## src/fvfvd_pkg.sv

```systemverilog
// ----------------------------------------------------------------------------
// fvfvd_pkg
// shared types, codes and helpers of the flexible vertex format decoder
// ----------------------------------------------------------------------------
`default_nettype none

package fvfvd_pkg;

   // field widths
   localparam int CODE_WIDTH   = 32;
   localparam int STREAM_WIDTH = 8;
   localparam int OFFSET_WIDTH = 8;
   localparam int TYPE_WIDTH   = 5;
   localparam int USAGE_WIDTH  = 4;
   localparam int UIDX_WIDTH   = 3;

   // texture coordinate sets
   localparam int TEX_SETS_LIMIT            = 8;
   localparam int DEFAULT_MAX_TEXCOORD_SETS = 8;
   localparam int TEX_COUNT_WIDTH           = 4;
   localparam int TEX_FMT_WIDTH             = 2 * TEX_SETS_LIMIT;
   localparam int TEX_COUNT_LSB             = 8;
   localparam int TEX_FMT_LSB               = 16;

   // queue depths
   localparam int DESC_QUEUE_DEPTH = 2;
   localparam int RSP_QUEUE_DEPTH  = 2;

   // position field of the code
   localparam logic [15:0] POS_MASK   = 16'h400E;
   localparam logic [15:0] POS_XYZ    = 16'h0002;
   localparam logic [15:0] POS_XYZRHW = 16'h0004;
   localparam logic [15:0] POS_XYZW   = 16'h4002;
   localparam int          POS_W_BIT  = 14;
   localparam logic [2:0]  POS_XYZB1  = 3'd3;

   // single-bit attributes
   localparam int NORMAL_BIT   = 4;
   localparam int PSIZE_BIT    = 5;
   localparam int DIFFUSE_BIT  = 6;
   localparam int SPECULAR_BIT = 7;

   // element slots, in emission order
   localparam int SLOT_COUNT = 15;
   localparam int SLOT_WIDTH = 4;
   localparam logic [SLOT_WIDTH-1:0] SLOT_POSITION = 4'd0;
   localparam logic [SLOT_WIDTH-1:0] SLOT_BLEND    = 4'd1;
   localparam logic [SLOT_WIDTH-1:0] SLOT_NORMAL   = 4'd2;
   localparam logic [SLOT_WIDTH-1:0] SLOT_PSIZE    = 4'd3;
   localparam logic [SLOT_WIDTH-1:0] SLOT_DIFFUSE  = 4'd4;
   localparam logic [SLOT_WIDTH-1:0] SLOT_SPECULAR = 4'd5;
   localparam logic [SLOT_WIDTH-1:0] SLOT_TEX0     = 4'd6;
   localparam logic [SLOT_WIDTH-1:0] SLOT_END      = 4'd14;

   // element type codes
   localparam logic [TYPE_WIDTH-1:0] TYPE_FLOAT1 = 5'd0;
   localparam logic [TYPE_WIDTH-1:0] TYPE_FLOAT3 = 5'd2;
   localparam logic [TYPE_WIDTH-1:0] TYPE_FLOAT4 = 5'd3;
   localparam logic [TYPE_WIDTH-1:0] TYPE_COLOR  = 5'd4;
   localparam logic [TYPE_WIDTH-1:0] TYPE_UNUSED = 5'd17;

   // usage codes
   localparam logic [USAGE_WIDTH-1:0] USE_POSITION    = 4'd0;
   localparam logic [USAGE_WIDTH-1:0] USE_BLENDWEIGHT = 4'd1;
   localparam logic [USAGE_WIDTH-1:0] USE_NORMAL      = 4'd3;
   localparam logic [USAGE_WIDTH-1:0] USE_PSIZE       = 4'd4;
   localparam logic [USAGE_WIDTH-1:0] USE_TEXCOORD    = 4'd5;
   localparam logic [USAGE_WIDTH-1:0] USE_POSITIONT   = 4'd9;
   localparam logic [USAGE_WIDTH-1:0] USE_COLOR       = 4'd10;

   localparam logic [UIDX_WIDTH-1:0] UIDX_DIFFUSE  = 3'd0;
   localparam logic [UIDX_WIDTH-1:0] UIDX_SPECULAR = 3'd1;

   localparam logic [STREAM_WIDTH-1:0] STREAM_ELEMENT = 8'd0;
   localparam logic [STREAM_WIDTH-1:0] STREAM_END     = 8'd255;

   // decoded code, handed from front to back
   typedef struct packed {
      logic                        has_pos;
      logic [1:0]                  pos_type;
      logic [USAGE_WIDTH-1:0]      pos_usage;
      logic                        has_blend;
      logic [1:0]                  blend_type;
      logic                        has_normal;
      logic                        has_psize;
      logic                        has_diffuse;
      logic                        has_specular;
      logic [TEX_COUNT_WIDTH-1:0]  tex_count;
      logic [TEX_FMT_WIDTH-1:0]    tex_fmt;
   } desc_type;

   // one vertex element
   typedef struct packed {
      logic [STREAM_WIDTH-1:0] stream_number;
      logic [OFFSET_WIDTH-1:0] element_offset;
      logic [TYPE_WIDTH-1:0]   element_type;
      logic [USAGE_WIDTH-1:0]  element_usage;
      logic [UIDX_WIDTH-1:0]   usage_index;
      logic                    is_terminator;
   } rsp_type;

   // texture format codes 0..3 give float2, float3, float4, float1
   function automatic logic [1:0] tex_elem_type(input logic [1:0] fmt);
      return fmt + 2'd1;
   endfunction

endpackage

`default_nettype wire

```

## src/fvfvd_queue.sv

```systemverilog
// ----------------------------------------------------------------------------
// fvfvd_queue
// small first-in first-out queue of items of any packed type
// ----------------------------------------------------------------------------
`default_nettype none

module fvfvd_queue #(
   parameter type item_type = logic,
   parameter int  DEPTH     = 2
) (
   input  wire logic     clock,
   input  wire logic     reset,
   input  wire logic     push,
   input  wire item_type item_in,
   output logic          full,
   input  wire logic     pop,
   output item_type      item_out,
   output logic          empty
);

   localparam int PTR_WIDTH   = (DEPTH > 1) ? $clog2(DEPTH) : 1;
   localparam int COUNT_WIDTH = $clog2(DEPTH + 1);

   item_type               mem_ff [DEPTH];
   logic [PTR_WIDTH-1:0]   wr_ptr_ff, wr_ptr_in;
   logic [PTR_WIDTH-1:0]   rd_ptr_ff, rd_ptr_in;
   logic [COUNT_WIDTH-1:0] count_ff, count_in;
   logic                   do_push, do_pop;

   function automatic logic [PTR_WIDTH-1:0] next_ptr(input logic [PTR_WIDTH-1:0] ptr);
      return (ptr == PTR_WIDTH'(DEPTH - 1)) ? '0 : ptr + 1'b1;
   endfunction

   assign full     = (count_ff == COUNT_WIDTH'(DEPTH));
   assign empty    = (count_ff == '0);
   assign do_push  = push && !full;
   assign do_pop   = pop && !empty;
   assign item_out = mem_ff[rd_ptr_ff];

   always_comb begin
      wr_ptr_in = do_push ? next_ptr(wr_ptr_ff) : wr_ptr_ff;
      rd_ptr_in = do_pop ? next_ptr(rd_ptr_ff) : rd_ptr_ff;
      count_in  = count_ff;
      if (do_push && !do_pop) begin
         count_in = count_ff + 1'b1;
      end else if (do_pop && !do_push) begin
         count_in = count_ff - 1'b1;
      end
   end

   always_ff @(posedge clock) begin
      if (reset) begin
         wr_ptr_ff <= '0;
         rd_ptr_ff <= '0;
         count_ff  <= '0;
      end else begin
         wr_ptr_ff <= wr_ptr_in;
         rd_ptr_ff <= rd_ptr_in;
         count_ff  <= count_in;
      end
   end

   always_ff @(posedge clock) begin
      if (do_push) begin
         mem_ff[wr_ptr_ff] <= item_in;
      end
   end

endmodule

`default_nettype wire

```

## src/fvfvd_front.sv

```systemverilog
// ----------------------------------------------------------------------------
// fvfvd_front
// accepts format codes and classifies them into decoded descriptors
// ----------------------------------------------------------------------------
`default_nettype none

module fvfvd_front #(
   parameter int MAX_TEXCOORD_SETS = fvfvd_pkg::DEFAULT_MAX_TEXCOORD_SETS
) (
   input  wire logic                            clock,
   input  wire logic                            reset,
   input  wire logic                            req_push,
   output logic                                 req_full,
   input  wire logic [fvfvd_pkg::CODE_WIDTH-1:0] req_fvf_code,
   output logic                                 desc_push,
   output fvfvd_pkg::desc_type                  desc,
   input  wire logic                            desc_full
);

   localparam int TEX_LIMIT = (MAX_TEXCOORD_SETS < fvfvd_pkg::TEX_SETS_LIMIT) ?
                              MAX_TEXCOORD_SETS : fvfvd_pkg::TEX_SETS_LIMIT;

   logic                valid_ff, valid_in;
   fvfvd_pkg::desc_type desc_ff, desc_in, decoded;
   logic [15:0]         pos;
   logic [2:0]          blend_idx;
   logic [fvfvd_pkg::TEX_COUNT_WIDTH-1:0] tex_req;
   logic                take;

   assign req_full  = valid_ff && desc_full;
   assign take      = req_push && !req_full;
   assign desc_push = valid_ff;
   assign desc      = desc_ff;

   always_comb begin
      pos       = req_fvf_code[15:0] & fvfvd_pkg::POS_MASK;
      blend_idx = pos[3:1] - fvfvd_pkg::POS_XYZB1;
      tex_req   = req_fvf_code[fvfvd_pkg::TEX_COUNT_LSB +: fvfvd_pkg::TEX_COUNT_WIDTH];

      decoded            = '0;
      decoded.pos_type   = fvfvd_pkg::TYPE_FLOAT3[1:0];
      decoded.pos_usage  = fvfvd_pkg::USE_POSITION;
      if (pos == fvfvd_pkg::POS_XYZ) begin
         decoded.has_pos = 1'b1;
      end else if (pos == fvfvd_pkg::POS_XYZRHW) begin
         decoded.has_pos   = 1'b1;
         decoded.pos_type  = fvfvd_pkg::TYPE_FLOAT4[1:0];
         decoded.pos_usage = fvfvd_pkg::USE_POSITIONT;
      end else if (pos == fvfvd_pkg::POS_XYZW) begin
         decoded.has_pos  = 1'b1;
         decoded.pos_type = fvfvd_pkg::TYPE_FLOAT4[1:0];
      end else if (!pos[fvfvd_pkg::POS_W_BIT] && (pos[3:1] >= fvfvd_pkg::POS_XYZB1)) begin
         // xyzb1..xyzb5, weight count capped at four floats
         decoded.has_pos    = 1'b1;
         decoded.has_blend  = 1'b1;
         decoded.blend_type = (blend_idx > 3'd3) ? 2'd3 : blend_idx[1:0];
      end

      decoded.has_normal   = req_fvf_code[fvfvd_pkg::NORMAL_BIT];
      decoded.has_psize    = req_fvf_code[fvfvd_pkg::PSIZE_BIT];
      decoded.has_diffuse  = req_fvf_code[fvfvd_pkg::DIFFUSE_BIT];
      decoded.has_specular = req_fvf_code[fvfvd_pkg::SPECULAR_BIT];
      decoded.tex_count    = (tex_req > fvfvd_pkg::TEX_COUNT_WIDTH'(TEX_LIMIT)) ?
                             fvfvd_pkg::TEX_COUNT_WIDTH'(TEX_LIMIT) : tex_req;
      decoded.tex_fmt      = req_fvf_code[fvfvd_pkg::TEX_FMT_LSB +: fvfvd_pkg::TEX_FMT_WIDTH];

      valid_in = take ? 1'b1 : (valid_ff && desc_full);
      desc_in  = take ? decoded : desc_ff;
   end

   always_ff @(posedge clock) begin
      if (reset) begin
         valid_ff <= 1'b0;
      end else begin
         valid_ff <= valid_in;
      end
   end

   always_ff @(posedge clock) begin
      desc_ff <= desc_in;
   end

endmodule

`default_nettype wire

```

## src/fvfvd_back.sv

```systemverilog
// ----------------------------------------------------------------------------
// fvfvd_back
// walks the elements of one descriptor and queues them for the receiver
// ----------------------------------------------------------------------------
`default_nettype none

module fvfvd_back (
   input  wire logic                clock,
   input  wire logic                reset,
   input  wire logic                desc_empty,
   input  wire fvfvd_pkg::desc_type desc,
   output logic                     desc_pop,
   output logic                     rsp_empty,
   input  wire logic                rsp_pop,
   output fvfvd_pkg::rsp_type       rsp
);

   localparam int SC = fvfvd_pkg::SLOT_COUNT;
   localparam int SW = fvfvd_pkg::SLOT_WIDTH;
   localparam int OW = fvfvd_pkg::OFFSET_WIDTH;

   logic [SC-1:0]      present, remaining, pick;
   logic [SC-1:0]      done_ff, done_in;
   logic [OW-1:0]      offset_ff, offset_in;
   logic [SW-1:0]      slot;
   logic [SW-1:0]      tex_slot;
   logic [fvfvd_pkg::UIDX_WIDTH-1:0] tex_idx;
   fvfvd_pkg::rsp_type elem;
   logic               emit, last, rsp_full;

   always_comb begin
      present = '0;
      present[fvfvd_pkg::SLOT_POSITION] = desc.has_pos;
      present[fvfvd_pkg::SLOT_BLEND]    = desc.has_blend;
      present[fvfvd_pkg::SLOT_NORMAL]   = desc.has_normal;
      present[fvfvd_pkg::SLOT_PSIZE]    = desc.has_psize;
      present[fvfvd_pkg::SLOT_DIFFUSE]  = desc.has_diffuse;
      present[fvfvd_pkg::SLOT_SPECULAR] = desc.has_specular;
      for (int i = 0; i < fvfvd_pkg::TEX_SETS_LIMIT; i++) begin
         present[int'(fvfvd_pkg::SLOT_TEX0) + i] =
            (fvfvd_pkg::TEX_COUNT_WIDTH'(i) < desc.tex_count);
      end
      present[fvfvd_pkg::SLOT_END] = 1'b1;

      remaining = present & ~done_ff;

      // lowest pending slot goes next
      slot = fvfvd_pkg::SLOT_END;
      for (int i = SC - 1; i >= 0; i--) begin
         if (remaining[i]) begin
            slot = SW'(i);
         end
      end
      pick = SC'(1) << slot;

      tex_slot = slot - fvfvd_pkg::SLOT_TEX0;
      tex_idx  = tex_slot[fvfvd_pkg::UIDX_WIDTH-1:0];

      elem                = '0;
      elem.stream_number  = fvfvd_pkg::STREAM_ELEMENT;
      elem.element_offset = offset_ff;
      case (slot)
         fvfvd_pkg::SLOT_POSITION: begin
            elem.element_type  = fvfvd_pkg::TYPE_WIDTH'(desc.pos_type);
            elem.element_usage = desc.pos_usage;
         end
         fvfvd_pkg::SLOT_BLEND: begin
            elem.element_type  = fvfvd_pkg::TYPE_WIDTH'(desc.blend_type);
            elem.element_usage = fvfvd_pkg::USE_BLENDWEIGHT;
         end
         fvfvd_pkg::SLOT_NORMAL: begin
            elem.element_type  = fvfvd_pkg::TYPE_FLOAT3;
            elem.element_usage = fvfvd_pkg::USE_NORMAL;
         end
         fvfvd_pkg::SLOT_PSIZE: begin
            elem.element_type  = fvfvd_pkg::TYPE_FLOAT1;
            elem.element_usage = fvfvd_pkg::USE_PSIZE;
         end
         fvfvd_pkg::SLOT_DIFFUSE: begin
            elem.element_type  = fvfvd_pkg::TYPE_COLOR;
            elem.element_usage = fvfvd_pkg::USE_COLOR;
            elem.usage_index   = fvfvd_pkg::UIDX_DIFFUSE;
         end
         fvfvd_pkg::SLOT_SPECULAR: begin
            elem.element_type  = fvfvd_pkg::TYPE_COLOR;
            elem.element_usage = fvfvd_pkg::USE_COLOR;
            elem.usage_index   = fvfvd_pkg::UIDX_SPECULAR;
         end
         fvfvd_pkg::SLOT_END: begin
            elem.stream_number  = fvfvd_pkg::STREAM_END;
            elem.element_offset = '0;
            elem.element_type   = fvfvd_pkg::TYPE_UNUSED;
            elem.element_usage  = fvfvd_pkg::USE_POSITION;
            elem.is_terminator  = 1'b1;
         end
         default: begin
            // texture coordinate sets
            elem.element_type  = fvfvd_pkg::TYPE_WIDTH'(
               fvfvd_pkg::tex_elem_type(desc.tex_fmt[2*tex_idx +: 2]));
            elem.element_usage = fvfvd_pkg::USE_TEXCOORD;
            elem.usage_index   = tex_idx;
         end
      endcase

      emit     = !desc_empty && !rsp_full;
      last     = (slot == fvfvd_pkg::SLOT_END);
      desc_pop = emit && last;

      done_in   = done_ff;
      offset_in = offset_ff;
      if (emit) begin
         if (last) begin
            done_in   = '0;
            offset_in = '0;
         end else begin
            done_in   = done_ff | pick;
            offset_in = offset_ff + OW'({elem.element_type[1:0], 2'b00}) + OW'(4);
         end
      end
   end

   always_ff @(posedge clock) begin
      if (reset) begin
         done_ff   <= '0;
         offset_ff <= '0;
      end else begin
         done_ff   <= done_in;
         offset_ff <= offset_in;
      end
   end

   fvfvd_queue #(
      .item_type (fvfvd_pkg::rsp_type),
      .DEPTH     (fvfvd_pkg::RSP_QUEUE_DEPTH)
   ) u_rsp_queue (
      .clock    (clock),
      .reset    (reset),
      .push     (emit),
      .item_in  (elem),
      .full     (rsp_full),
      .pop      (rsp_pop),
      .item_out (rsp),
      .empty    (rsp_empty)
   );

endmodule

`default_nettype wire

```

## src/fvf_to_vertex_declaration_unit.sv

```systemverilog
// ----------------------------------------------------------------------------
// fvf_to_vertex_declaration_unit
// turns flexible vertex format codes into lists of vertex elements
// ----------------------------------------------------------------------------
// usage
//  - request side: one 32-bit format code per item, taken when req_push is
//    high and req_full is low
//  - response side: a run of vertex elements per code (position, blend
//    weights, normal, point size, diffuse, specular, texture sets), always
//    closed by a terminator item with stream 255; the oldest element sits on
//    the rsp_ ports while rsp_empty is low and leaves on rsp_pop
//  - path: the first element of a code passes the front register, the
//    descriptor queue and the output queue on its way to the ports
//  - throughput: one element per cycle from the back-end walker while the
//    output queue has room; a code gives 1 to 15 items including its terminator
//  - receiver stall: the output queue fills, the walker holds, the two-entry
//    descriptor queue and the front register soak up further codes, then
//    req_full rises; nothing is dropped
//  - reset: synchronous, clears all queues and the walker; req_full is low
//    and rsp_empty high in the cycle after reset
// ----------------------------------------------------------------------------
`default_nettype none

module fvf_to_vertex_declaration_unit #(
   parameter int MAX_TEXCOORD_SETS = fvfvd_pkg::DEFAULT_MAX_TEXCOORD_SETS
) (
   input  wire logic                               clock,
   input  wire logic                               reset,
   // request side
   input  wire logic                               req_push,
   output logic                                    req_full,
   input  wire logic [fvfvd_pkg::CODE_WIDTH-1:0]   req_fvf_code,
   // response side
   output logic                                    rsp_empty,
   input  wire logic                               rsp_pop,
   output logic [fvfvd_pkg::STREAM_WIDTH-1:0]      rsp_stream_number,
   output logic [fvfvd_pkg::OFFSET_WIDTH-1:0]      rsp_element_offset,
   output logic [fvfvd_pkg::TYPE_WIDTH-1:0]        rsp_element_type,
   output logic [fvfvd_pkg::USAGE_WIDTH-1:0]       rsp_element_usage,
   output logic [fvfvd_pkg::UIDX_WIDTH-1:0]        rsp_usage_index,
   output logic                                    rsp_is_terminator
);

   // front to descriptor queue
   logic                desc_push, desc_full;
   fvfvd_pkg::desc_type desc_front;
   // descriptor queue to back
   logic                desc_pop, desc_empty;
   fvfvd_pkg::desc_type desc_head;
   // back to ports
   fvfvd_pkg::rsp_type  rsp;

   // classify the code into a compact descriptor
   fvfvd_front #(
      .MAX_TEXCOORD_SETS (MAX_TEXCOORD_SETS)
   ) u_front (
      .clock        (clock),
      .reset        (reset),
      .req_push     (req_push),
      .req_full     (req_full),
      .req_fvf_code (req_fvf_code),
      .desc_push    (desc_push),
      .desc         (desc_front),
      .desc_full    (desc_full)
   );

   // decouples decoding from the element walk
   fvfvd_queue #(
      .item_type (fvfvd_pkg::desc_type),
      .DEPTH     (fvfvd_pkg::DESC_QUEUE_DEPTH)
   ) u_desc_queue (
      .clock    (clock),
      .reset    (reset),
      .push     (desc_push),
      .item_in  (desc_front),
      .full     (desc_full),
      .pop      (desc_pop),
      .item_out (desc_head),
      .empty    (desc_empty)
   );

   // one element per cycle while the output queue has room, descriptor retired with its terminator
   fvfvd_back u_back (
      .clock      (clock),
      .reset      (reset),
      .desc_empty (desc_empty),
      .desc       (desc_head),
      .desc_pop   (desc_pop),
      .rsp_empty  (rsp_empty),
      .rsp_pop    (rsp_pop),
      .rsp        (rsp)
   );

   assign rsp_stream_number  = rsp.stream_number;
   assign rsp_element_offset = rsp.element_offset;
   assign rsp_element_type   = rsp.element_type;
   assign rsp_element_usage  = rsp.element_usage;
   assign rsp_usage_index    = rsp.usage_index;
   assign rsp_is_terminator  = rsp.is_terminator;

endmodule

`default_nettype wire

```

## config.mk

```make
export PLATFORM = sky130hd
export DESIGN_NAME = fvf_to_vertex_declaration_unit
export DESIGN_NICKNAME = d
export VERILOG_FILES = /design/src/fvfvd_pkg.sv /design/src/fvfvd_queue.sv /design/src/fvfvd_front.sv /design/src/fvfvd_back.sv /design/src/fvf_to_vertex_declaration_unit.sv
export SDC_FILE = /design/constraint.sdc
export NUM_CORES = 1
export LEC_CHECK = 0
export BUFFER_PORTS_ARGS = -buffer_cell sky130_fd_sc_hd__buf_4
export CORE_MARGIN = 2
export CORE_UTILIZATION = 45
export CTS_CLUSTER_DIAMETER = 40
export CTS_CLUSTER_SIZE = 40
export DETAILED_ROUTE_END_ITERATION = 8
export PLACE_DENSITY = 0.74
export SETUP_SLACK_MARGIN = 0.4
export SLEW_MARGIN = 5
export SYNTH_ARGS = -nofsm -noshare
export SYNTH_HDL_FRONTEND = slang
export SYNTH_HIERARCHICAL = 1
export SYNTH_SLANG_ARGS = --single-unit
```

## constraint.sdc

```tcl
create_clock -name clock -period 10.42 [get_ports clock]
set_clock_uncertainty 0.15 [all_clocks]
set_input_delay 0.521 -clock clock [delete_from_list [all_inputs] [get_ports clock]]
set_output_delay 0.521 -clock clock [all_outputs]
set_load 0.02 [all_outputs]
```

# ---- Yosys cells after proc, flatten, opt, wreduce, memory -nomap -nowiden
# Memories as Yosys holds them, arrays and structs flattened. A register that Yosys moved wholly into a read port is not among the register bits.
# Cells that the tools add are included.
dict set report word_totals {
  register_bits 66
  latch_bits 0
  mem_bits_rw 126
  romBits 0
  in_bits 36
  out_inout_bits 31
  word_cells 140
  n_memories 2
}
# name words width read_ports rd_clocked_by_memory_dff write_ports line_no
set memory_table {}
lappend memory_table {u_desc_queue.mem_ff 2 34 1 1 1 fvfvd_queue.sv:24} ;# item_type mem_ff [DEPTH];
lappend memory_table {u_back.u_rsp_queue.mem_ff 2 29 1 1 1 fvfvd_queue.sv:24}
dict set report op_classes {
  n_addsub 13
  mul 0
  div_mod_pow 0
  magnitude_cmp 11
  eq_ne 11
  n_shift 2
  muxes 43
  n_bitwise 4
  reduce_logical 33
}
# operator n
set ops {}
lappend ops {{9-bit case mux with 6 select lines} 1}
lappend ops {{4-bit two-way mux} 9}
lappend ops {{1-bit two-way mux} 17}
lappend ops {{3-bit by 4-bit < comparator with 1-bit output (first input constant)} 4}
lappend ops {{16-bit two-way mux} 1}
lappend ops {{16-bit by 5-bit indexed part select with 2-bit output} 1}
lappend ops {{15-bit two-way mux} 1}
lappend ops {{3-bit two-way mux} 5}
lappend ops {{15-bit bitwise OR} 1}
lappend ops {{1-bit by 4-bit left shift with 15-bit output (first input constant)} 1}
lappend ops {{14-bit bitwise AND} 1}
lappend ops {{2-bit two-way mux} 7}
lappend ops {{14-bit NOT} 1}
lappend ops {{1-bit logical AND} 13}
lappend ops {{4-bit by 2-bit == test with 1-bit output (second input constant)} 3}
lappend ops {{1-bit logical NOT} 10}
lappend ops {{8-bit by 3-bit adder with 8-bit output (second input constant)} 1}
lappend ops {{8-bit by 4-bit adder with 8-bit output} 1}
lappend ops {{4-bit by 1-bit == test with 1-bit output (second input constant)} 2}
lappend ops {{4-bit by 3-bit == test with 1-bit output (second input constant)} 2}
lappend ops {{4-bit == test (second input constant)} 2}
lappend ops {{1-bit by 4-bit < comparator with 1-bit output (first input constant)} 2}
lappend ops {{2-bit by 4-bit < comparator with 1-bit output (first input constant)} 2}
lappend ops {{8-bit two-way mux} 1}
lappend ops {{18 further kinds} 28}

# ---- Depth between registers and ports, before layout
# Gate-level depths: netlist of the first run.
dict set report depth {
  ltp_word 23
  mapped_depth 21
  ltp_nobuf 18
}

# ---- By module
# Netlist of the first run, hierarchy kept.
# mod n_inst cells_per_inst area_each_um2
set modules_own_cells {}
lappend modules_own_cells {{fvfvd_queue at u_desc_queue} 1 131 2667.6}
lappend modules_own_cells {{fvfvd_queue at u_back.u_rsp_queue} 1 115 2306.0}
lappend modules_own_cells {fvfvd_back 1 211 1535.2}
lappend modules_own_cells {fvfvd_front 1 65 1146.1}

# ---- Worst setup path after synthesis of the first run
# No wires, ideal clock.
dict set report synth_path {
  path_type {register to register}
  start {register (tool-made name)}
  end {register u_back.offset_ff[7]}
  setup_time_ns 0.117
  t_arrival_ns 4.440
  required_ns 10.153
  setup_slack_ns 5.713
  stages_incl_launch_ff 22
  path_buffers 3
  period_less_slack_ns 4.707
  path_cell_list {dfxtp_1 buf_2 buf_2 mux2_2 buf_6 nor4_2 o22ai_1 or2_4 o21ai_4 mux2i_1 a21bo_2 or2_1 o221ai_2 xor2_1 o221ai_1 ha_1 ha_1 inv_1 fa_1 nand4b_1 xor2_1 nor2_1}
}
# item line_no
set synth_rtl {}
lappend synth_rtl {{end signal, assigned} fvfvd_back.sv:128} ;# offset_ff <= offset_in;
lappend synth_rtl {{end, declared} fvfvd_back.sv:24} ;# logic [OW-1:0] offset_ff, offset_in;

==> results of run 1 <==
worst max-delay path by stage:
stage	from	endpoint	slack, ns	cells past startpoint
after floorplan	register	u_back/offset_ff[7]	5.71	21
after detailed placement	register	u_back/offset_ff[7]	5.01	19
after global placement	register	u_back/offset_ff[7]	5.09	19
after global routing	register	u_back/offset_ff[7]	4.68	19
after CTS	register	u_back/offset_ff[7]	5.01	19
final	register	u_back/offset_ff[7]	5.07	19
per-layer routing:
layer | track usage | share of wire
met5 | 0 | 0
met1 | 0.1853 | 0.44
met2 | 0.2520 | 0.49
met4 | 0.06959 | 0.016
met3 | 0.03893 | 0.053
stage by stage:
| step | util | cells | hold slack, ns | area, um2 | setup slack (ns) |
|---|---|---|---|---|---|
| 6_report | 0.5392 | 826 | 0.1167 | 8942 | 5.074 |
| 5_1_grt | 0.5392 | 826 | 0.09361 | 8942 | 4.677 |
| 4_1_cts | 0.5392 | 826 | 0.09574 | 8942 | 5.013 |
| 3_5_place_dp | 0.5029 | 794 | 0.2823 | 8339 | 5.012 |
| 3_3_place_gp | 0.5029 | 794 | 0.2743 | 8339 | 5.092 |
| 2_1_floorplan | - | 524 | 0.2664 | 7662 | 5.713 |
cells in the final DEF, fill, tap and decap left out, types with 3 or more instances in the layout:
| cell | instances |
|---|---|
| nand2_1 | 21 |
| nor2b_1 | 6 |
| and2_1 | 9 |
| nor3_1 | 6 |
| o21bai_1 | 3 |
| clkinv_1 | 3 |
| clkbuf_16 | 17 |
| mux2i_1 | 5 |
| mux2_2 | 63 |
| conb_1 | 5 |
| nand2b_1 | 9 |
| a21o_1 | 3 |
| nor2b_2 | 3 |
| or3_1 | 5 |
| a21oi_1 | 27 |
| ha_1 | 10 |
| nor2_1 | 53 |
| buf_4 | 68 |
| dfxtp_1 | 33 |
| nand3_1 | 5 |
| a31oi_1 | 6 |
| clkinvlp_4 | 3 |
| bufinv_16 | 3 |
| edfxtp_1 | 156 |
| inv_1 | 19 |
| xor2_1 | 8 |
| o21ai_0 | 10 |
synth_stat cells, drive strengths merged, types with 3 or more instances:
library cell and count:
edfxtp 156, mux2 63, nor2 53, dfxtp 33, a21oi 29, inv 21, nand2 21, buf 14
o21ai 12, and2 10, ha 10, nand2b 10, nor2b 9, xor2 8, a31oi 7, nor3 6
mux2i 5, nand3 5, or3 5, clkbuf 4, or2 4, a21o 3, conb 3, o21bai 3
o221ai 3
area by class of cell:
class,instances,area (um2),share of cell area
tap,220,275.3,0.03078
clock inverter,11,142.6,0.01595
sequential,189,5345,0.5977
timing repair buffer,68,510.5,0.05709
inverter,22,82.58,0.009235
clock buffer,21,460.4,0.05149
multi-input combinational,295,2126,0.2377
flip-flops by register name (all words and copies together), names as in the netlist, named ones only:
name / cells
u_back/offset_ff: 8
u_back/u_rsp_queue/wr_ptr_ff: 1
u_back/done_ff: 14
u_back/u_rsp_queue/rd_ptr_ff: 1
u_desc_queue/wr_ptr_ff: 1
u_front/desc_push: 1
u_desc_queue/mem_ff: 68
u_front/desc: 30
u_back/u_rsp_queue/count_ff: 2
u_desc_queue/rd_ptr_ff: 1
u_desc_queue/count_ff: 2
u_back/u_rsp_queue/mem_ff: 58
worst register-to-register path, cell delays in order (launching register included):
cell and delay [ns]:
dfxtp_1 0.31, buf_4 0.38, mux2_2 0.49, nor4_2 0.28, o22ai_1 0.16, or2_4 0.27
o21ai_4 0.21, mux2i_1 0.50, a21bo_2 0.29, or2_1 0.22, o221ai_2 0.17, xor2_1 0.23
o221ai_1 0.23, ha_1 0.35, ha_1 0.17, inv_1 0.06, fa_1 0.37, nand4b_1 0.19
xor2_1 0.14, nor2_1 0.05
power groups by stage:
stage               clock [mW]  combinational (mW)  sequential, mW
floorplan                    0               0.242           0.927
global placement             0               0.353           0.930
detailed placement           0               0.360           0.935
CTS                      0.662               0.363           0.920
global route             0.694               0.392           0.926
finish                   0.649               0.359           0.919
logic make-up (layout without fill, tap and decap cells):
logic type      after synthesis  in the layout
mux                          68             68
flops                       189            189
xor+xnor                     10             10
buf+inv                      40            122
simple gates                129            129
other cells                   3              5
compound gates               72             72
fa+ha+maj                    11             11
==> results.yml, run 1 <==
logic_synthesis:
  synthAdderAreaFrac: 0.01896
  yosys.area.top_type_share: 0.6120
  synth-main-ff-cell: "edfxtp_1"
  synth.distinct_cells: 60
  avgSynthCellArea_um2: 14.66
  yosysTopAreaCell: "edfxtp_1"
  synth_edf_count: 156
  synth_area_leaders: "edfxtp_1 (61%), mux2_2 (9.3%), dfxtp_1 (8.6%)"
  ys_seq_elements: 189
  syn_area_um2: 7655
  synth_warnings: 6
  synth_top_family_by_area: "multiplexers"
  synthXorXnorAreaFrac: 0.01144
  async_reset_ff_frac: 0
  synth_cells: 522
  synth_mux_area_frac: 0.09922
  yosys.area_share.simple: 0.08238
  ys_seq_area_frac: 0.6983
  synth-compound-area-share: 0.06293
hold_path:
  hold_path_startpoint: "req_fvf_code[23]"
  whs_endpoint: "u_front/desc[7]"
  hold_depth: 1
  hold_path_class: "input pin to register"
grt:
  grt-ovfl-total: 0
  grt_max_degree: 35
  antenna_found_initial: 0
  grt_pass1_wl_mm: 20.98
  grt_pass1_vias: 4339
  grt_usage: 0.1512
route:
  drc: 0
  vias: 4164
  drt_iter0_markers: 262
  ant_nets: 0
  dr.pass1.iters: 4
  drt-total-wl_mm: 12.60
  avgRoutedWirePerCell_um: 15.25
  drt-vias-per-instance: 5.041
setup_path:
  worstSetupStartpointType: "register"
  r2r_end: "u_back/offset_ff[7]"
  critical_path_class: "register to register"
  crit_chain: "buf_4 > mux2_2 > nor4_2 > o22ai_1 > or2_4 > o21ai_4 > mux2i_1 > a21bo_2 > or2_1 > o221ai_2 > xor2_1 > o221ai_1 > ha_1 > ha_1 > inv_1 > fa_1 > nand4b_1 > xor2_1 > nor2_1"
  r2r_slack_ns: 5.07
  path_max_fanout: 34
  ff2ff_path_depth: 19
  critPathCaptureType: "register"
  arrival_ns: 5.48
  cpLargestDelayFamily: "compound AO/OA/AOI/OAI gates"
  critPathRequiredTime_ns: 10.56
  crit_buf_inv: 2
  cpMaxStageDelayCell: "mux2i_1"
  max_stage_delay_ns: 0.50
placement:
  port_buffers: 62
  dp.final_hpwl_mm: 8.179
  gp_congestion: 0.8647
power_and_ir_drop:
  combPwrFrac: 0.186
  p_sw_uw: 489.4
  pwr-share-seq: 0.477
  p_clk_frac: 0.337
  worst_ir_drop_vdd_mv: 0.1690
  p_sw_frac: 0.2540
  total_power_mw: 1.926
  powerDensity_nw_per_um2: 215.4
  intPower_mw: 1.437
  power.leakage_nw: 3.224
final_layout:
  syn_to_final_growth_pct: 16.82
  final_nets: 640
  drive_gt1_frac: 0.2904
  n_antenna_cell: 0
  fillers: 1367
cts:
  postCtsHoldBufs: 0
  cts_num_sinks: 189
  cts_buffer_depth: 2
  cts-root-buf: "clkbuf_16"
  cts_tree: "built"
  cts_resized: 0
  worstSkewPairLatency_ns: 0.43
  postCtsSetupRepairBufs: 0
  cts_made_buffers: 17
  h-tree-depth: 4
  clk_pin_slew_ns: 0.06
die:
  io_pins: 67
  die_w_um: 134.4
  fp.dieH_um: 134.4
  start_util: 0.4616
  core_region_area_um2: 16580
  row_count: 47
  dieArea_um2: 18070
timing:
  fin_crit_ns: 5.346
  grt_setup_unrepaired: "false"
  fin_setup_tns_ns: 0
  drv_slew: 0
  fin_crit_sh: 0.5131
  worstMarginPinSlew_ns: 1.143
  fmax_ghz: 0.1871
  hold_viol_final: 0
  slew_headroom: 0.2375
  finalSetupViolations: 0
run:
  maxCapViolations: 0
run_status:
  status: "completed"
Power figures use the tool's default switching activity.
==> inputs of run 2 (changes only) <==
- clock period: 10.42 -> 5.5 ns (I/O delays scaled with it)
==> run 2 against run 1 <==
Effect of this change: utilization grew 2.6 points; combinational power grew 96%; cell count grew 4.2%; critical path type unchanged; highest routed layer unchanged.
==> results.yml, run 2 (synthesized netlist as in run 1, its figures left out) <==
die:
  row_count: 47
  dieArea_um2: 18070
  fp.dieH_um: 134.4
  core_region_area_um2: 16580
  die_w_um: 134.4
  start_util: 0.4616
  io_pins: 67
timing:
  finalSetupViolations: 0
  fin_setup_tns_ns: 0
  fin_crit_ns: 4.820
  drv_slew: 0
  worstMarginPinSlew_ns: 1.130
  slew_headroom: 0.2459
  fin_crit_sh: 0.8764
  fmax_ghz: 0.2075
  hold_viol_final: 0
  grt_setup_unrepaired: "false"
route:
  ant_nets: 0
  drt_iter0_markers: 179
  drt-total-wl_mm: 12.65
  avgRoutedWirePerCell_um: 14.69
  vias: 4287
  drt-vias-per-instance: 4.979
  drc: 0
  dr.pass1.iters: 4
final_layout:
  max_flop_register: "u_desc_queue/mem_ff"
  fillers: 1302
  n_antenna_cell: 0
  drive_gt1_frac: 0.2980
  syn_to_final_growth_pct: 22.34
  layout_common_cells: "edfxtp_1 (156), buf_4 (75), mux2_2 (63), nor2_1 (53), dfxtp_1 (32)"
  layout_commonest_cell: "edfxtp_1"
  final_nets: 675
  largest_reg_flops: 68
  design_area_um2: 9365
setup_path:
  worstSetupStartpointType: "register"
  critical_path_class: "register to register"
  cp-endpoint: "u_back/offset_ff[7]"
  r2r_slack_ns: 0.68
  critPathCaptureType: "register"
  critPathRequiredTime_ns: 5.64
  ff2ff_path_depth: 19
  path_max_fanout: 9
  r2r_end: "u_back/offset_ff[7]"
  arrival_ns: 4.96
power_and_ir_drop:
  combPwrFrac: 0.186
  intPower_mw: 2.854
  total_power_mw: 3.792
  worst_ir_drop_vdd_mv: 0.3321
  pwr-share-seq: 0.459
  power.leakage_nw: 3.417
  p_clk_frac: 0.355
  p_sw_uw: 937.9
  powerDensity_nw_per_um2: 404.9
  p_sw_frac: 0.2474
cts:
  cts-root-buf: "clkbuf_16"
  clk_pin_slew_ns: 0.07
  worstSkewPairLatency_ns: 0.43
  cts_tree: "built"
  cts_num_sinks: 189
  cts_made_buffers: 17
  cts_buffer_depth: 2
  h-tree-depth: 4
grt:
  antenna_found_initial: 0
  grt_usage: 0.1497
  grt_pass1_vias: 4271
  grt-ovfl-total: 0
  grt_pass1_wl_mm: 20.82
  grt_max_degree: 35
run:
  maxCapViolations: 0
hold_path:
  hold_path_class: "input pin to register"
run_status:
  status: "completed"
placement:
  gp_congestion: 0.8821
  port_buffers: 62
  dp.final_hpwl_mm: 8.347
  place_area_um2: 8384
## run 2: cell count changes in the layout (fill, tap and decap cells not counted), sizes merged
| cell | before | now |
|---|---|---|
| clkinvlp | 3 | 2 |
| dlygate4sd3 | 0 | 27 |
| inv | 21 | 24 |
| bufinv | 3 | 5 |
| clkinv | 6 | 3 |
| buf | 68 | 76 |
| clkbuf | 21 | 20 |
## run 2: layer usage
layer,vias up,wire (um),share of wire,track usage
met3,12,559,0.044,0.04195
met5,-,0,0,0
met4,0,171,0.014,0.05439
met2,98,6200,0.49,0.2511
li1,2118,-,-,-
met1,2059,5718,0.45,0.1859
## run 2: timing repair
| action | 4_1_cts | 5_1_grt |
|---|---|---|
| endpoints found under the hold margin | 40 | 0 |
| gates resized for setup | 1 | 4 |
| buffers inserted | 0 | 2 |
| endpoints found under the setup margin | 1 | 3 |
| hold buffers | 27 | 0 |
## run 2: layout make-up
class,instances,area [um2],share of cell area
Inverter,22,82.58,0.008818
Multi-Input combinational cell,295,2145,0.2290
Timing Repair Buffer,103,844.6,0.09018
Clock buffer,20,466.7,0.04983
Tap cell,220,275.3,0.02939
Clock inverter,12,205.2,0.02191
Sequential cell,189,5346,0.5709
## run 2: per-stage QoR
stage / std cells / hold slack, ns / worst slack, ns / utilization
global route: 861 / 0.01076 / 0.4108 / 0.5647
CTS: 859 / 0.0005238 / 0.4828 / 0.5626
floorplan: 524 / 0.1941 / 0.7927 / -
detailed placement: 800 / 0.2798 / 0.4059 / 0.5056
finish: 861 / 0.03039 / 0.6796 / 0.5647
global placement: 800 / 0.2740 / 0.5438 / 0.5056
## run 2: worst min path at each step
stage,startpoint,to,depth (start not counted)
finish,req_fvf_code[14],u_front/desc[24],2
global route,req_fvf_code[14],u_front/desc[26],2
CTS,req_fvf_code[14],u_front/desc[24],2
detailed placement,u_front/desc[8],u_desc_queue/mem_ff[1][8],0
global placement,u_front/desc[11],u_desc_queue/mem_ff[0][11],0
floorplan,reset,u_back/offset_ff[3],1
## run 2: power by group through the flow
stage / combinational [mW] / clock (mW) / sequential, mW
final: 0.705 / 1.35 / 1.74
after floorplan: 0.459 / 0 / 1.76
after detailed placement: 0.687 / 0 / 1.77
after global routing: 0.765 / 1.44 / 1.75
after CTS: 0.706 / 1.38 / 1.74
after global placement: 0.673 / 0 / 1.76
## run 2: worst max-delay path: stages (launching register included)
cell      delay, ns
dfxtp_2        0.39
mux2_2         0.43
a211oi_1       0.24
a21oi_1        0.09
a211o_1        0.33
a31oi_2        0.42
mux2i_4        0.15
buf_4          0.17
a21o_1         0.15
or3_1          0.32
o221ai_2       0.08
xor2_1         0.25
o221ai_2       0.18
ha_1           0.31
ha_1           0.18
inv_1          0.06
fa_1           0.37
nand4b_1       0.21
xor2_1         0.15
nor2_1         0.05
==> inputs of run 3 (changes only) <==
- CORE_UTILIZATION: 45 -> 40
- PLACE_DENSITY: 0.74 -> 0.68
==> run 3 against run 2 <==
Effect of this change: sequential power about the same; design area decreased by 1.1%; setup slack gained 0.058 ns; combinational power is 0.9% higher; worst hold slack got worse by 0.015 ns; count of clock-buffer cells in the layout shrank 3; clock power down 14%; sequential share of layout area up 0.66 points; fmax up 1.2%; register-to-register slack gained 0.06 ns; non-clock buffer count down 2; critical path type unchanged; largest power group unchanged.
==> results.yml, run 3 (synthesized netlist as in run 1, its figures left out) <==
cts:
  cts_num_sinks: 189
  h-tree-depth: 4
  cts-root-buf: "clkbuf_16"
  cts_tree: "built"
  worstSkewPairLatency_ns: 0.43
  postCtsSetupRepairBufs: 0
  clk_pin_slew_ns: 0.07
  cts_buffer_depth: 2
  cts_made_buffers: 17
route:
  ant_nets: 0
  vias: 4349
  dr.pass1.iters: 4
  drc: 0
  avgRoutedWirePerCell_um: 15.36
  drt-vias-per-instance: 4.982
  drt-total-wl_mm: 13.41
  drt_iter0_markers: 157
die:
  start_util: 0.4079
  fp.dieH_um: 142.3
  row_count: 50
  dieArea_um2: 20260
  die_w_um: 142.3
  core_region_area_um2: 18770
  io_pins: 67
setup_path:
  crit_buf_inv: 1
  arrival_ns: 4.90
  critPathCaptureType: "register"
  critical_path_class: "register to register"
  worstSetupStartpointType: "register"
  critPathRequiredTime_ns: 5.64
  max_stage_delay_ns: 0.44
  crit_chain: "mux2_2 > nor4_2 > o22ai_1 > or2_4 > o21ai_4 > mux2i_4 > a21bo_2 > or2_1 > o221ai_2 > xor2_2 > o221ai_2 > ha_1 > ha_1 > inv_1 > fa_1 > nand4b_1 > xor2_1 > nor2_1"
  cpMaxStageDelayCell: "mux2_2"
  cpLargestDelayFamily: "simple AND/OR/NAND/NOR gates"
  path_max_fanout: 9
placement:
  port_buffers: 62
  dp.final_hpwl_mm: 8.904
  gp_congestion: 0.8497
  dp.cells: 816
  dp_slack_ns: 0.4376
timing:
  fin_crit_sh: 0.8658
  fin_ws_ns: 0.7379
  drv_slew: 0
  slew_headroom: 0.1973
  fin_crit_ns: 4.762
  finalSetupViolations: 0
  hold_viol_final: 0
  grt_setup_unrepaired: "false"
  fin_setup_tns_ns: 0
  worstMarginPinSlew_ns: 1.203
  fmax_ghz: 0.2100
hold_path:
  hold_path_class: "input pin to register"
final_layout:
  drive_gt1_frac: 0.3005
  largest_reg_flops: 68
  final_nets: 673
  n_antenna_cell: 0
  syn_to_final_growth_pct: 20.94
  layout_common_cells: "edfxtp_1 (156), buf_4 (76), mux2_2 (63), nor2_1 (53), dfxtp_1 (32)"
  max_flop_register: "u_desc_queue/mem_ff"
  finish.utilization: 0.4933
  layout_commonest_cell: "edfxtp_1"
  final_cells: 873
grt:
  grt_max_degree: 35
  grt-ovfl-total: 0
  antenna_found_initial: 0
  grt_pass1_wl_mm: 21.98
  grt_pass1_vias: 4543
  grt_usage: 0.1409
power_and_ir_drop:
  pwr-share-seq: 0.482
  power.leakage_nw: 3.362
  powerDensity_nw_per_um2: 389.9
  p_clk_frac: 0.321
  p_sw_frac: 0.2695
  combPwrFrac: 0.197
  p_sw_uw: 972.8
  intPower_mw: 2.636
  worst_ir_drop_vdd_mv: 0.2690
run_status:
  status: "completed"
run:
  maxCapViolations: 0
run 3: final cells by class:
cell class	count	area (um2)
tap	234	292.8
sequential	189	5346
fill	1586	9510
multi-input combinational	295	2152
clock buffer	17	425.4
inverter	22	82.58
clock inverter	15	137.6
timing repair buffer	101	820.8
run 3: final timing paths:
path,startpoint,end,slack (ns),cells past startpoint
worst max register to register,register,u_back/offset_ff[7],0.74,18
worst min-delay path,req_fvf_code[9],u_front/desc[17],0.02,2
worst min register to register,u_back/offset_ff[0],u_back/offset_ff[0],0.29,2
worst max-delay path,register,u_back/offset_ff[7],0.74,18
run 3: metal layers:
metal  routed length (um)  vias up  GRT usage
met1                 5844     2098     0.1666
met2                 6723      114     0.2492
met5                    0        -          0
li1                     -     2122          -
met3                  676       15    0.03836
met4                  163        0    0.04690
run 3: metrics by stage:
stage / hold slack [ns] / cell area (um2) / power [mW]
2_1_floorplan: 0.1941 / 7662 / 2.216
3_3_place_gp: 0.2730 / 8417 / 2.441
3_5_place_dp: 0.2799 / 8417 / 2.467
4_1_cts: 0.008439 / 9230 / 3.638
5_1_grt: 0.001261 / 9258 / 3.783
6_report: 0.01557 / 9258 / 3.609
run 3: repair_timing:
action / in CTS / in global routing
hold endpoints to repair: 40 / 0
gates resized for setup: 0 / 5
setup endpoints to repair: 0 / 3
hold buffers: 25 / 0
run 3: worst register-to-register path: stages (launching register included):
cell and delay [ns]:
dfxtp_2 0.39, mux2_2 0.44, nor4_2 0.30, o22ai_1 0.16, or2_4 0.27, o21ai_4 0.24
mux2i_4 0.34, a21bo_2 0.26, or2_1 0.21, o221ai_2 0.21, xor2_2 0.20, o221ai_2 0.15
ha_1 0.31, ha_1 0.17, inv_1 0.06, fa_1 0.38, nand4b_1 0.20, xor2_1 0.15
nor2_1 0.05
run 3: power groups by stage:
stage	sequential [mW]	clock (mW)	combinational, mW
3_3_place_gp	1.76	0	0.678
2_1_floorplan	1.76	0	0.459
6_report	1.74	1.16	0.711
4_1_cts	1.74	1.18	0.711
3_5_place_dp	1.77	0	0.693
5_1_grt	1.75	1.26	0.775
